`src/sv/key_debounce_with_autorepeat_defines.svh`:
```
// Assertion macros shared by the key debounce block.
// Depends on signals named clk and arst_n in the module that uses them.
`ifndef KEY_DEBOUNCE_WITH_AUTOREPEAT_DEFINES_SVH
`define KEY_DEBOUNCE_WITH_AUTOREPEAT_DEFINES_SVH

// Same-cycle implication, checked at every rising edge outside reset.
`define KDB_ASSERT_IMPL(lbl, ante, cons) \
	lbl: assert property (@(posedge clk) disable iff (!arst_n) (ante) |-> (cons)) \
		else $error("key debounce: same-cycle check failed");

// Next-cycle implication, checked at every rising edge outside reset.
`define KDB_ASSERT_NEXT(lbl, ante, cons) \
	lbl: assert property (@(posedge clk) disable iff (!arst_n) (ante) |=> (cons)) \
		else $error("key debounce: next-cycle check failed");

`endif

```
`src/sv/kdb_pkg.sv`:
```
// Types and constants of the key debounce block.
// No dependencies; used by kdb_decode and key_debounce_with_autorepeat.
package kdb_pkg;

	localparam int TIME_W = 63;

	localparam logic [TIME_W-1:0] TIME_MAX = {TIME_W{1'b1}};

	// Key classes as they appear on the result channel.
	localparam logic [3:0] CLS_PUTAWAY    = 4'd0;
	localparam logic [3:0] CLS_SYNC       = 4'd1;
	localparam logic [3:0] CLS_FRONTLIGHT = 4'd2;
	localparam logic [3:0] CLS_ENTER      = 4'd3;
	localparam logic [3:0] CLS_BACK       = 4'd4;
	localparam logic [3:0] CLS_UP         = 4'd5;
	localparam logic [3:0] CLS_DOWN       = 4'd6;
	localparam logic [3:0] CLS_LEFT       = 4'd7;
	localparam logic [3:0] CLS_RIGHT      = 4'd8;
	localparam logic [3:0] CLS_CHAR       = 4'd9;

	// Character codes.
	localparam logic [7:0] CP_ENYE_LOWER = 8'hF1;
	localparam logic [7:0] CP_ENYE_UPPER = 8'hD1;
	localparam logic [7:0] CP_PRINT_LO   = 8'h20;
	localparam logic [7:0] CP_PRINT_HI   = 8'h7E;

	// Configuration register indexes.
	localparam logic [2:0] REG_DEBOUNCE = 3'd0;
	localparam logic [2:0] REG_DELAY    = 3'd1;
	localparam logic [2:0] REG_INTERVAL = 3'd2;
	localparam logic [2:0] REG_IDLE     = 3'd3;
	localparam logic [2:0] REG_SPECIAL_A = 3'd4;
	localparam logic [2:0] REG_SPECIAL_B = 3'd5;

	typedef struct packed {
		logic              bus_ok;
		logic [7:0]        scan_code;
		logic [TIME_W-1:0] time_ms;
	} poll_t;

	typedef struct packed {
		logic [3:0] key_class;
		logic [7:0] code_point;
		logic       is_repeat;
	} key_t;

	typedef struct packed {
		logic       mapped;
		logic [3:0] key_class;
		logic [7:0] code_point;
	} decode_t;

endpackage

```
`src/sv/key_debounce_with_autorepeat.sv`:
```
// Key debounce with autorepeat, top level. Depends on kdb_pkg, kdb_decode and the defines header.
// A transferred poll lands in the input register, and its key result, if any, is then offered
// from the result register. The state update is a single pass of compares and 64-bit adds.
// Throughput: one poll per cycle, as long as each result is taken when it is offered.
// Reset (arst_n low, asynchronous) clears the valid flags of both pipeline registers, the debounce
// state, and returns the configuration registers to their documented defaults.
`include "key_debounce_with_autorepeat_defines.svh"

module key_debounce_with_autorepeat (
	input  logic                 clk,
	input  logic                 arst_n,
	// Configuration write port.
	input  logic                 cfg_we,
	input  logic [2:0]           cfg_index,
	input  logic [63:0]          cfg_data,
	// Poll channel.
	input  logic                 poll_valid,
	output logic                 poll_stall,
	input  kdb_pkg::poll_t       poll_data,
	// Key result channel.
	output logic                 key_valid,
	input  logic                 key_stall,
	output kdb_pkg::key_t        key_data
);

	localparam int TW = kdb_pkg::TIME_W;

	// Configuration registers.
	logic [15:0] debounce_q;
	logic [15:0] delay_q;
	logic [15:0] interval_q;
	logic [7:0]  idle_q;
	logic [63:0] special_a_q;
	logic [23:0] special_b_q;

	always_ff @(posedge clk or negedge arst_n) begin
		if (!arst_n) begin
			debounce_q  <= 16'd20;
			delay_q     <= 16'd500;
			interval_q  <= 16'd125;
			idle_q      <= 8'd0;
			special_a_q <= '0;
			special_b_q <= '0;
		end else if (cfg_we) begin
			case (cfg_index)
				kdb_pkg::REG_DEBOUNCE:  debounce_q  <= cfg_data[15:0];
				kdb_pkg::REG_DELAY:     delay_q     <= cfg_data[15:0];
				kdb_pkg::REG_INTERVAL:  interval_q  <= cfg_data[15:0];
				kdb_pkg::REG_IDLE:      idle_q      <= cfg_data[7:0];
				kdb_pkg::REG_SPECIAL_A: special_a_q <= cfg_data;
				kdb_pkg::REG_SPECIAL_B: special_b_q <= cfg_data[23:0];
				default: ;
			endcase
		end
	end

	// Pipeline control. The result register frees up when it is empty or its transfer
	// completes; the input stage moves forward at the same time, so a poll can follow
	// in every cycle as long as each result is taken when it is offered.
	logic           valid_s1;
	kdb_pkg::poll_t poll_s1;
	logic           key_valid_q;
	kdb_pkg::key_t  key_data_q;
	logic           advance;
	logic           move_s1;

	assign advance    = !key_valid_q || !key_stall;
	assign move_s1    = valid_s1 && advance;
	assign poll_stall = valid_s1 && !advance;

	always_ff @(posedge clk or negedge arst_n) begin
		if (!arst_n) begin
			valid_s1 <= 1'b0;
		end else if (!poll_stall) begin
			valid_s1 <= poll_valid;
		end
	end

	always_ff @(posedge clk) begin
		if (poll_valid && !poll_stall) begin
			poll_s1 <= poll_data;
		end
	end

	// Debounce and repeat state.
	logic [7:0]    accepted_q;
	logic [7:0]    candidate_q;
	logic [TW-1:0] cand_start_q;
	logic          armed_q;
	logic [3:0]    rep_class_q;
	logic [7:0]    rep_char_q;
	logic [TW-1:0] next_rep_q;

	kdb_pkg::decode_t dec;

	kdb_decode u_decode (
		.scan_code       (poll_s1.scan_code),
		.special_codes_a (special_a_q),
		.special_codes_b (special_b_q),
		.result          (dec)
	);

	// Time arithmetic on the registered poll. Schedules saturate at the largest time.
	logic [TW:0]   sum_delay;
	logic [TW:0]   sum_interval;
	logic [TW-1:0] sched_delay;
	logic [TW-1:0] sched_interval;
	logic [TW-1:0] elapsed;
	logic          debounced;
	logic          repeat_due;
	logic          repeatable;

	assign sum_delay      = {1'b0, poll_s1.time_ms} + {{(TW-15){1'b0}}, delay_q};
	assign sum_interval   = {1'b0, poll_s1.time_ms} + {{(TW-15){1'b0}}, interval_q};
	assign sched_delay    = sum_delay[TW] ? kdb_pkg::TIME_MAX : sum_delay[TW-1:0];
	assign sched_interval = sum_interval[TW] ? kdb_pkg::TIME_MAX : sum_interval[TW-1:0];
	assign elapsed        = poll_s1.time_ms - cand_start_q;

	// A candidate whose start lies in the future is never stable long enough.
	assign debounced  = (poll_s1.time_ms >= cand_start_q) &&
		((elapsed[TW-1:16] != '0) || (elapsed[15:0] >= debounce_q));
	assign repeat_due = armed_q && (poll_s1.time_ms >= next_rep_q);
	// Arrow keys and characters repeat; the command keys do not.
	assign repeatable = (dec.key_class == kdb_pkg::CLS_CHAR) ||
		(dec.key_class == kdb_pkg::CLS_UP) || (dec.key_class == kdb_pkg::CLS_DOWN) ||
		(dec.key_class == kdb_pkg::CLS_LEFT) || (dec.key_class == kdb_pkg::CLS_RIGHT);

	logic [7:0]    accepted_d;
	logic [7:0]    candidate_d;
	logic [TW-1:0] cand_start_d;
	logic          armed_d;
	logic [3:0]    rep_class_d;
	logic [7:0]    rep_char_d;
	logic [TW-1:0] next_rep_d;
	logic          emit;
	kdb_pkg::key_t result;

	always_comb begin
		accepted_d   = accepted_q;
		candidate_d  = candidate_q;
		cand_start_d = cand_start_q;
		armed_d      = armed_q;
		rep_class_d  = rep_class_q;
		rep_char_d   = rep_char_q;
		next_rep_d   = next_rep_q;
		emit         = 1'b0;
		result       = '0;
		if (!poll_s1.bus_ok) begin
			// An unreadable bus stops repeating and falls back to the accepted key.
			armed_d     = 1'b0;
			candidate_d = accepted_q;
		end else if (poll_s1.scan_code != candidate_q) begin
			// A new code restarts the debounce window.
			candidate_d  = poll_s1.scan_code;
			cand_start_d = poll_s1.time_ms;
		end else if (poll_s1.scan_code == accepted_q) begin
			// The accepted key is still held: fire a repeat when one is due.
			if (repeat_due) begin
				next_rep_d = sched_interval;
				emit       = 1'b1;
				result     = '{key_class: rep_class_q, code_point: rep_char_q, is_repeat: 1'b1};
			end
		end else if (debounced) begin
			// A stable new code becomes the accepted key.
			accepted_d = poll_s1.scan_code;
			armed_d    = 1'b0;
			if ((poll_s1.scan_code != idle_q) && dec.mapped) begin
				emit   = 1'b1;
				result = '{key_class: dec.key_class, code_point: dec.code_point, is_repeat: 1'b0};
				if (repeatable) begin
					armed_d     = 1'b1;
					rep_class_d = dec.key_class;
					rep_char_d  = dec.code_point;
					next_rep_d  = sched_delay;
				end
			end
		end
	end

	always_ff @(posedge clk or negedge arst_n) begin
		if (!arst_n) begin
			accepted_q   <= '0;
			candidate_q  <= '0;
			cand_start_q <= '0;
			armed_q      <= 1'b0;
			rep_class_q  <= '0;
			rep_char_q   <= '0;
			next_rep_q   <= '0;
		end else if (move_s1) begin
			accepted_q   <= accepted_d;
			candidate_q  <= candidate_d;
			cand_start_q <= cand_start_d;
			armed_q      <= armed_d;
			rep_class_q  <= rep_class_d;
			rep_char_q   <= rep_char_d;
			next_rep_q   <= next_rep_d;
		end
	end

	// Result register.
	always_ff @(posedge clk or negedge arst_n) begin
		if (!arst_n) begin
			key_valid_q <= 1'b0;
		end else if (advance) begin
			key_valid_q <= move_s1 && emit;
		end
	end

	always_ff @(posedge clk) begin
		if (move_s1 && emit) begin
			key_data_q <= result;
		end
	end

	assign key_valid = key_valid_q;
	assign key_data  = key_data_q;

	// A processed poll that yields a key shows it on the next cycle.
	`KDB_ASSERT_NEXT(a_emit_shows, move_s1 && emit, key_valid_q)
	// The input side holds off exactly when a waiting poll cannot move on.
	`KDB_ASSERT_IMPL(a_stall_when_stuck, valid_s1 && !advance, poll_stall)
	// Only repeatable classes are ever armed.
	`KDB_ASSERT_IMPL(a_armed_class, armed_q,
		(rep_class_q == kdb_pkg::CLS_CHAR) || (rep_class_q == kdb_pkg::CLS_UP) ||
		(rep_class_q == kdb_pkg::CLS_DOWN) || (rep_class_q == kdb_pkg::CLS_LEFT) ||
		(rep_class_q == kdb_pkg::CLS_RIGHT))
	// Non-character keys carry no character code.
	`KDB_ASSERT_IMPL(a_code_point_zero,
		key_valid_q && (key_data_q.key_class != kdb_pkg::CLS_CHAR),
		key_data_q.code_point == 8'h00)

endmodule

```
`src/sv/kdb_decode.sv`:
```
// Scancode decoder of the key debounce block: special keys, then printable ASCII.
// Depends on kdb_pkg.
module kdb_decode (
	input  logic [7:0]       scan_code,
	input  logic [63:0]      special_codes_a,
	input  logic [23:0]      special_codes_b,
	output kdb_pkg::decode_t result
);

	always_comb begin
		result = '0;
		if ((scan_code >= kdb_pkg::CP_PRINT_LO) && (scan_code <= kdb_pkg::CP_PRINT_HI)) begin
			result = '{mapped: 1'b1, key_class: kdb_pkg::CLS_CHAR, code_point: scan_code};
		end
		// Later tests override earlier ones: special_codes_a beats special_codes_b, lower bytes beat higher.
		if (special_codes_b[23:16] == scan_code) begin
			result = '{mapped: 1'b1, key_class: kdb_pkg::CLS_CHAR,
				code_point: kdb_pkg::CP_ENYE_UPPER};
		end
		if (special_codes_b[15:8] == scan_code) begin
			result = '{mapped: 1'b1, key_class: kdb_pkg::CLS_CHAR,
				code_point: kdb_pkg::CP_ENYE_LOWER};
		end
		if (special_codes_b[7:0] == scan_code) begin
			result = '{mapped: 1'b1, key_class: kdb_pkg::CLS_RIGHT, code_point: 8'h00};
		end
		for (int i = 7; i >= 0; i--) begin
			if (special_codes_a[8*i +: 8] == scan_code) begin
				result = '{mapped: 1'b1, key_class: 4'(i), code_point: 8'h00};
			end
		end
	end

endmodule
```
`config.mk`:
```
export PLATFORM = sky130hd
export DESIGN_NAME = key_debounce_with_autorepeat
export DESIGN_NICKNAME = d
export VERILOG_FILES = /design/src/sv/kdb_pkg.sv /design/src/sv/key_debounce_with_autorepeat.sv /design/src/sv/kdb_decode.sv
export VERILOG_INCLUDE_DIRS = /design/src /design/src/sv
export SDC_FILE = /design/constraint.sdc
export NUM_CORES = 1
export LEC_CHECK = 0
export BUFFER_PORTS_ARGS = -buffer_cell sky130_fd_sc_hd__buf_2
export CAP_MARGIN = 20
export CORE_ASPECT_RATIO = 0.75
export CORE_UTILIZATION = 56
export DETAILED_ROUTE_END_ITERATION = 10
export PLACE_DENSITY_LB_ADDON = 0.12
export RECOVER_POWER = 100
export SLEW_MARGIN = 20
export SYNTH_ARGS = -nofsm -noshare
export SYNTH_HDL_FRONTEND = slang
export SYNTH_SLANG_ARGS = --single-unit
```
`constraint.sdc`:
```
create_clock -name clk -period 4.8 [get_ports clk]
set_clock_uncertainty 0.05 [all_clocks]
set_input_delay 0.72 -clock clk [delete_from_list [all_inputs] [get_ports clk]]
set_output_delay 0.72 -clock clk [all_outputs]
set_load 0.05 [all_outputs]
```
==> key figures, run 1 <==
Logic synthesis
  – Top cells by area, synth: dfrtp_1 (29%), edfxtp_1 (10%), ha_1 (8.7%)
  – Synth area leader: dfrtp_1
  – YS warnings: 0
  – Post-synth top cells: dfrtp_1 (287), nand2_1 (285), o21ai_0 (196)
  – Number of distinct library cells after synthesis: 89
  – Synth Area per Inst: 9.50 sq um
  – Syn Nets: 2,940
  – Top FF cell, synth: dfrtp_1
  – Syn Inst Count: 2,619
  – Top-count cell post-synth: dfrtp_1
  – Top-area cell type share of the netlist area: 28.9%
  – Seq/Total Area, Yosys: 40.6%
  – EDFF count, synth: 85
  – Ys async rst share: 78.0%
  – Yosys reg bits: 386
  – Cell Area, Synth: 24,900 sq um

STA
  – RSZ-0062 raised after global routing: yes
  – Max_slew headroom: -138%
  – Period Utilization, post-route: 103%
  – Final WS setup: -140 ps
  – Fmax: 202 MHz
  – # setup viols final: 83
  – Slew Viols, Final: 450
  – Final hold vios: 0
  – Tightest Pin Transition: 3570 ps
  – Fin crit period: 4940 ps

Detailed routing
  – Wire per inst: 22.3 um
  – Max layer used: met4
  – Vias: 21.8k
  – Iter 0 DRT Violations: 2,281
  – Total Wirelength: 79,300 um
  – DR pass1 iterations: 6
  – DRC Markers: 0
  – Final antenna-violating net count: 0
  – Vias per Instance: 6.12
  – Metal1 wirelength: 37,200 um
  – Met3 WL: 7940 um
  – Wire length on met2: 32,400 um

Run
  – # Max-Cap Violations: 5

Pwr
  – Leakage power: 13.0 nW
  – Max VDD drop: 0.382 mV
  – Pwr dens: 392 nW/um^2
  – Total Power: 0.0115 W

Global route
  – First-pass GRT wire length: 120,000 um
  – GRT Resource Usage Total: 34.6%
  – Grt total ovfl: 0
  – Antenna violations before repair: 4
  – Vias in the first global route: 20.9k
  – Pin count of the biggest net entering global routing: 126

Layout
  – Area Growth Syn to Fin: 18.3%
  – NumNets Final: 3,269
  – Filler cells: 3,483
  – Non-Filler Instances: 3,561
  – Share of cells above drive strength 1: 22.5%
  – Post-route design area: 29,500 sq um

Run status
  – Status: complete, but fails checks
  – Failing checks: max-capacitance violations, max-slew violations, negative setup slack

CTS
  – CTS tree: done
  – CTS root buf: clkbuf_16
  – Hold buffer count at CTS: 0
  – Clk_lat worst skew: 580 ps
  – Reg clk slew, reported paths: 60 ps
  – Clock sink count: 386
  – Cts bufs inserted: 41
  – Longest Clk Path Bufs: 3
  – H-tree levels: 2

Place
  – DP Area: 27,700 sq um
  – RD Place Congestion: 1.00
  – IO buf count: 158
  – Dpl hpwl: 60,700 um
  – Placed insts: 3,466

Worst setup path
  – CP required: 5190 ps
  – Kind of critical path: reg2reg
  – Critical path endpoint category: register
  – Crit path max fanout: 27
  – Startpoint types: register
  – Worst EP arrival: 5330 ps
  – Reg2Reg Setup Slack: -140 ps
  – Reg2reg end: next_rep_q[16]
  – FF-to-FF path depth: 17
  – Reg2Reg Launch Point: poll_s1[26]

Floorplanning
  – Full die area: 45,300 sq um
  – Core Footprint: 43,600 sq um
  – Die extent in x: 245 um
  – Die height: 185 um
  – Site row count: 66
  – Starting Density: 57.1%
  – Ports: 159

Min path
  – Hold path depth: 1
  – HP Start: poll_data[44]
  – Hold Path End: poll_s1[44]
  – Min-Delay Path Class: in2reg
-- area by class of cell --
class	instances	area (sq um)	area share, %
Multi-Input combinational cell	1958	14000	47.5
Inverter	169	634	2.15
Sequential cell	386	10100	34.3
Timing Repair Buffer	392	2630	8.94
Antenna cell	2	5.00	0.0170
Tap cell	578	723	2.46
Clock buffer	58	1200	4.08
Clock inverter	18	168	0.569
-- worst max path at each step --
stage,startpoint,slack [ps],endpoint
3_3_place_gp,poll_s1[0],-150,key_data[8]
6_report,poll_s1[26],-140,next_rep_q[16]
5_1_grt,poll_s1[0],-350,next_rep_q[17]
2_1_floorplan,poll_s1[0],130,key_data[0]
3_5_place_dp,poll_s1[0],-310,key_data[1]
4_1_cts,poll_s1[1],-90,key_data[1]
-- sequential cells by signal (all words and copies together), names as in the netlist, 4 cells and up --
register	cells
rep_char_q	8
rep_class_q	4
candidate_q	8
debounce_q	16
special_b_q	24
special_a_q	64
next_rep_q	63
accepted_q	8
delay_q	16
poll_s1	72
idle_q	8
key_data	13
interval_q	16
cand_start_q	63
-- what timing repair did --
| item | CTS | global route |
|---|---|---|
| cloned | 1 | 3 |
| gates resized for setup | 18 | 84 |
| setup endpoints to repair | 106 | 110 |
| pin swaps | 7 | 30 |
| setup buffers | 6 | 9 |
-- power breakdown --
| part | switching, W | total, W | internal [W] |
|---|---|---|---|
| clock | 0.00138 | 0.00321 | 0.00182 |
| sequential | 0.000298 | 0.00410 | 0.00381 |
| combinational | 0.00243 | 0.00424 | 0.00180 |
-- cell families after synthesis --
family                     synth area share (%)
xor gates and xnor gates                   6.23
AOI/OAI and AO/OA                          15.5
adders and majority gates                  8.99
and+or+nand+nor                            13.9
DFF                                        40.6
buffers and inverters                      4.45
muxes                                      10.3
-- metrics by stage --
stage | TNS, ps | utilization (%) | setup WS, ps | hold WS (ps)
after floorplan | 0 | - | 133 | 374
after global placement | -5860 | 63.5 | -149 | 413
after detailed placement | -25670 | 63.5 | -311 | 426
after CTS | -3350 | 66.9 | -94.8 | 107
after global routing | -29340 | 67.6 | -352 | 247
final | -5960 | 67.6 | -140 | 266
-- placed cells by master (no fill, tap or decap), drive strengths merged, types with 26 or more instances in the layout --
| master | instances |
|---|---|
| o21a | 26 |
| nor4 | 29 |
| edfxtp | 85 |
| xnor2 | 97 |
| inv | 170 |
| nand4 | 75 |
| clkbuf | 98 |
| nor3 | 39 |
| buf | 352 |
| mux2i | 75 |
| nor2 | 154 |
| ha | 174 |
| nand3 | 55 |
| mux2 | 156 |
| dfrtp | 287 |
| xor2 | 80 |
| a21o | 47 |
| o21ai | 215 |
| nand2 | 287 |
| a21oi | 179 |
-- layer usage --
| metal | vias to the layer above | track usage (%) |
|---|---|---|
| li1 | 10100 | - |
| met1 | 10700 | 52.6 |
| met2 | 965 | 48.7 |
| met3 | 113 | 8.42 |
| met4 | 0 | 8.40 |
| met5 | - | 0 |
-- critical path, stage by stage, from the launching register on --
cell and delay (ps):
edfxtp_1 430, ha_1 470, a21oi_1 260, o21ai_0 130, buf_4 160, a21oi_1 220
o221ai_1 370, o31ai_2 410, o21ai_0 170, xnor2_1 430, o2111ai_1 300, nor3_1 240
nand4_1 200, o211ai_2 300, nand2_4 80, buf_12 180, clkbuf_16 230, mux2i_1 120
Power figures use the tool's default switching activity.
==> run 2, diff against run 1 <==
--- a/config.mk
+++ b/config.mk
@@ -6,11 +6,11 @@
 export SDC_FILE = /design/constraint.sdc
 export NUM_CORES = 1
 export LEC_CHECK = 0
-export BUFFER_PORTS_ARGS = -buffer_cell sky130_fd_sc_hd__buf_2
 export CAP_MARGIN = 20
 export CORE_ASPECT_RATIO = 0.75
-export CORE_UTILIZATION = 56
+export CORE_UTILIZATION = 59
 export DETAILED_ROUTE_END_ITERATION = 10
+export DONT_BUFFER_PORTS = 1
 export PLACE_DENSITY_LB_ADDON = 0.12
 export RECOVER_POWER = 100
 export SLEW_MARGIN = 20
==> key figures, run 2 (same netlist as run 1, synthesis figures left out) <==
Run status
  – Status: complete, but fails checks
  – Failing checks: negative hold slack, max-capacitance violations, max-slew violations, negative setup slack

STA
  – Fmax: 198 MHz (-2.4%)
  – Period Utilization, post-route: 105% (+2.6 points)
  – Slew Viols, Final: 138 (-69%)
  – Final hold vios: 287 (+287)
  – Worst hold slack: -189 ps (-455 ps)
  – Setup TNS: -15,180 ps (-9220 ps)
  – Final WS setup: -263 ps (-123 ps)
  – Max_slew headroom: -132% (+5.7 points)
  – Fin crit period: 5060 ps (+123 ps)
  – Tightest Pin Transition: 3480 ps (-86.0 ps)
  – # setup viols final: 98 (+18%)
  – RSZ-0062 raised after global routing: yes

CTS
  – CTS root buf: clkbuf_16
  – CTS tree: done
  – Clock sink count: 386 (unchanged)
  – Clk_lat worst skew: 560 ps (-20 ps)
  – Cts bufs inserted: 39 (-4.9%)
  – Reg clk slew, reported paths: 60 ps (about the same)
  – Longest Clk Path Bufs: 3 (unchanged)
  – H-tree levels: 2 (unchanged)

Layout
  – Most frequent cells in the layout: dfrtp_1 (287), nand2_1 (285), buf_4 (273), o21ai_0 (184), a21oi_1 (174)
  – Top flop regs: poll_s1: 72 flops, special_a_q: 64 flops
  – Share of cells above drive strength 1: 20.4% (-2.1 points)
  – Reg with most FFs: poll_s1
  – Commonest non-fill, non-tap cell in the layout: dfrtp_1
  – Non-Filler Instances: 3,458 (-2.9%)
  – Max FFs per register: 72 (unchanged)
  – Area Growth Syn to Fin: 17.0%
  – NumNets Final: 3,186 (-2.5%)

Worst setup path
  – Worst Path Buf+Inv: 4 (+1)
  – Critical path endpoint category: register
  – FF-to-FF path depth: 14 (-3)
  – CP required: 5200 ps (about the same)
  – Startpoint types: register
  – Crit path max-delay family: simple AND/OR/NAND/NOR gates
  – Most used cell, CP: nor3_1
  – Worst EP arrival: 5460 ps (+130 ps)
  – Kind of critical path: reg2reg
  – Worst path cell trace: buf_4 -> xor2_1 -> nor4_1 -> nand2_1 -> inv_1 -> nor3_1 -> nand4_1 -> o22ai_1 -> nor3_1 -> o211ai_2 -> nand2_4 -> buf_12 -> buf_8 -> mux2i_2
  – CP peak stage delay: 950 ps (+480 ps)
  – Crit path max fanout: 15 (-44%)
  – Critical path's slowest cell: o22ai_1
  – Worst path depth: 14 (-3)

Pwr
  – Leakage power: 12.8 nW (-1.8%)
  – Max VDD drop: 0.350 mV (-8.4%)
  – Pwr dens: 400 nW/um^2 (+1.9%)

Floorplanning
  – Ports: 159 (unchanged)
  – Starting Density: 60.5% (+3.4 points)
  – Full die area: 43,000 sq um (-5.0%)
  – Die height: 180 um (-2.5%)
  – Core Footprint: 41,200 sq um (-5.6%)
  – Site row count: 64 (-3.0%)
  – Die extent in x: 239 um (-2.6%)

Place
  – Dpl hpwl: 62,500 um (+3.0%)
  – Placement Setup Slack: -462 ps (-151 ps)
  – Placed insts: 3,366 (-2.9%)
  – RD Place Congestion: 1.01 (+0.28%)
  – IO buf count: 0 (-100%)

Detailed routing
  – Wire per inst: 23.9 um (+7.2%)
  – Vias: 21.9k (+0.57%)
  – Final antenna-violating net count: 0 (unchanged)
  – DR pass1 iterations: 8 (+2)
  – Iter 0 DRT Violations: 2,689 (+18%)
  – Vias per Instance: 6.34 (+3.6%)
  – Total Wirelength: 82,600 um (+4.1%)
  – DRC Markers: 0 (unchanged)

Run
  – # Max-Cap Violations: 2 (-3)

Global route
  – GRT Resource Usage Total: 37.8% (+3.2 points)
  – Grt total ovfl: 0 (unchanged)
  – Antenna violations before repair: 8 (+4)
  – Vias in the first global route: 21.4k (+2.1%)
  – Pin count of the biggest net entering global routing: 302 (+140%)
  – First-pass GRT wire length: 125,000 um (+3.8%)

Min path
  – Min-Delay Path Class: in2async
## run 2: path summary, 6_finish.rpt
check,start,end,slack [ps]
max in group asynchronous,arst_n,next_rep_q[41],4470
worst min-delay path,arst_n,special_a_q[52],-190
worst max register to register,poll_s1[69],next_rep_q[37],-260
min in group clk,poll_data[7],poll_s1[7],200
worst min register to register,rep_char_q[5],rep_char_q[5],430
worst max-delay path,poll_s1[69],next_rep_q[37],-260
## run 2: stage by stage
stage | utilization, % | instance area, sq um | power [W] | hold slack (ps)
floorplan | - | 24900 | 0.00668 | 374
global placement | 66.5 | 27400 | 0.00812 | 380
detailed placement | 66.5 | 27400 | 0.00824 | 380
CTS | 70.2 | 28900 | 0.0115 | -200
global route | 70.8 | 29100 | 0.0122 | -203
finish | 70.8 | 29100 | 0.0116 | -189
## run 2: layer usage
| metal | GRT usage [%] | wire [um] | part of all wire [%] |
|---|---|---|---|
| met1 | 59.0 | 37900 | 46 |
| met2 | 53.1 | 33800 | 41 |
| met3 | 7.69 | 8750 | 11 |
| met4 | 9.10 | 2110 | 2.6 |
| met5 | 0 | 23 | 0.028 |
## run 2: final cells by class
cell class              instances  area [sq um]
diodes                          1          2.50
clock buffers                  54          1140
clock inverters                18           183
fillers                      3147         12000
inverters                     169           634
multi-input cells            1959         13900
flip-flops and latches        386         10100
well taps                     561           702
repair buffers                310          2440
## run 2: repair_timing
item | CTS | global route
endpoints found under the setup margin | 110 | 110
cloned | 2 | 3
resized for setup | 30 | 50
hold endpoints to repair | 289 | 287
pin swaps | 19 | 29
setup buffers | 4 | 10
## run 2: worst register-to-register path, delay by kind of cell (launching register included)
kind,cells,cell delay [ps]
AND/OR/NAND/NOR,6,1770
AO/OA/AOI/OAI,2,1100
flip-flops,1,910
buffers and inverters,4,760
multiplexers,1,190
XOR/XNOR,1,170
## run 2: report_power, final
part | switching (W) | total, W | internal, W
Clock | 0.00133 | 0.00317 | 0.00184
Sequential | 0.000323 | 0.00413 | 0.00381
Combinational | 0.00243 | 0.00434 | 0.00191
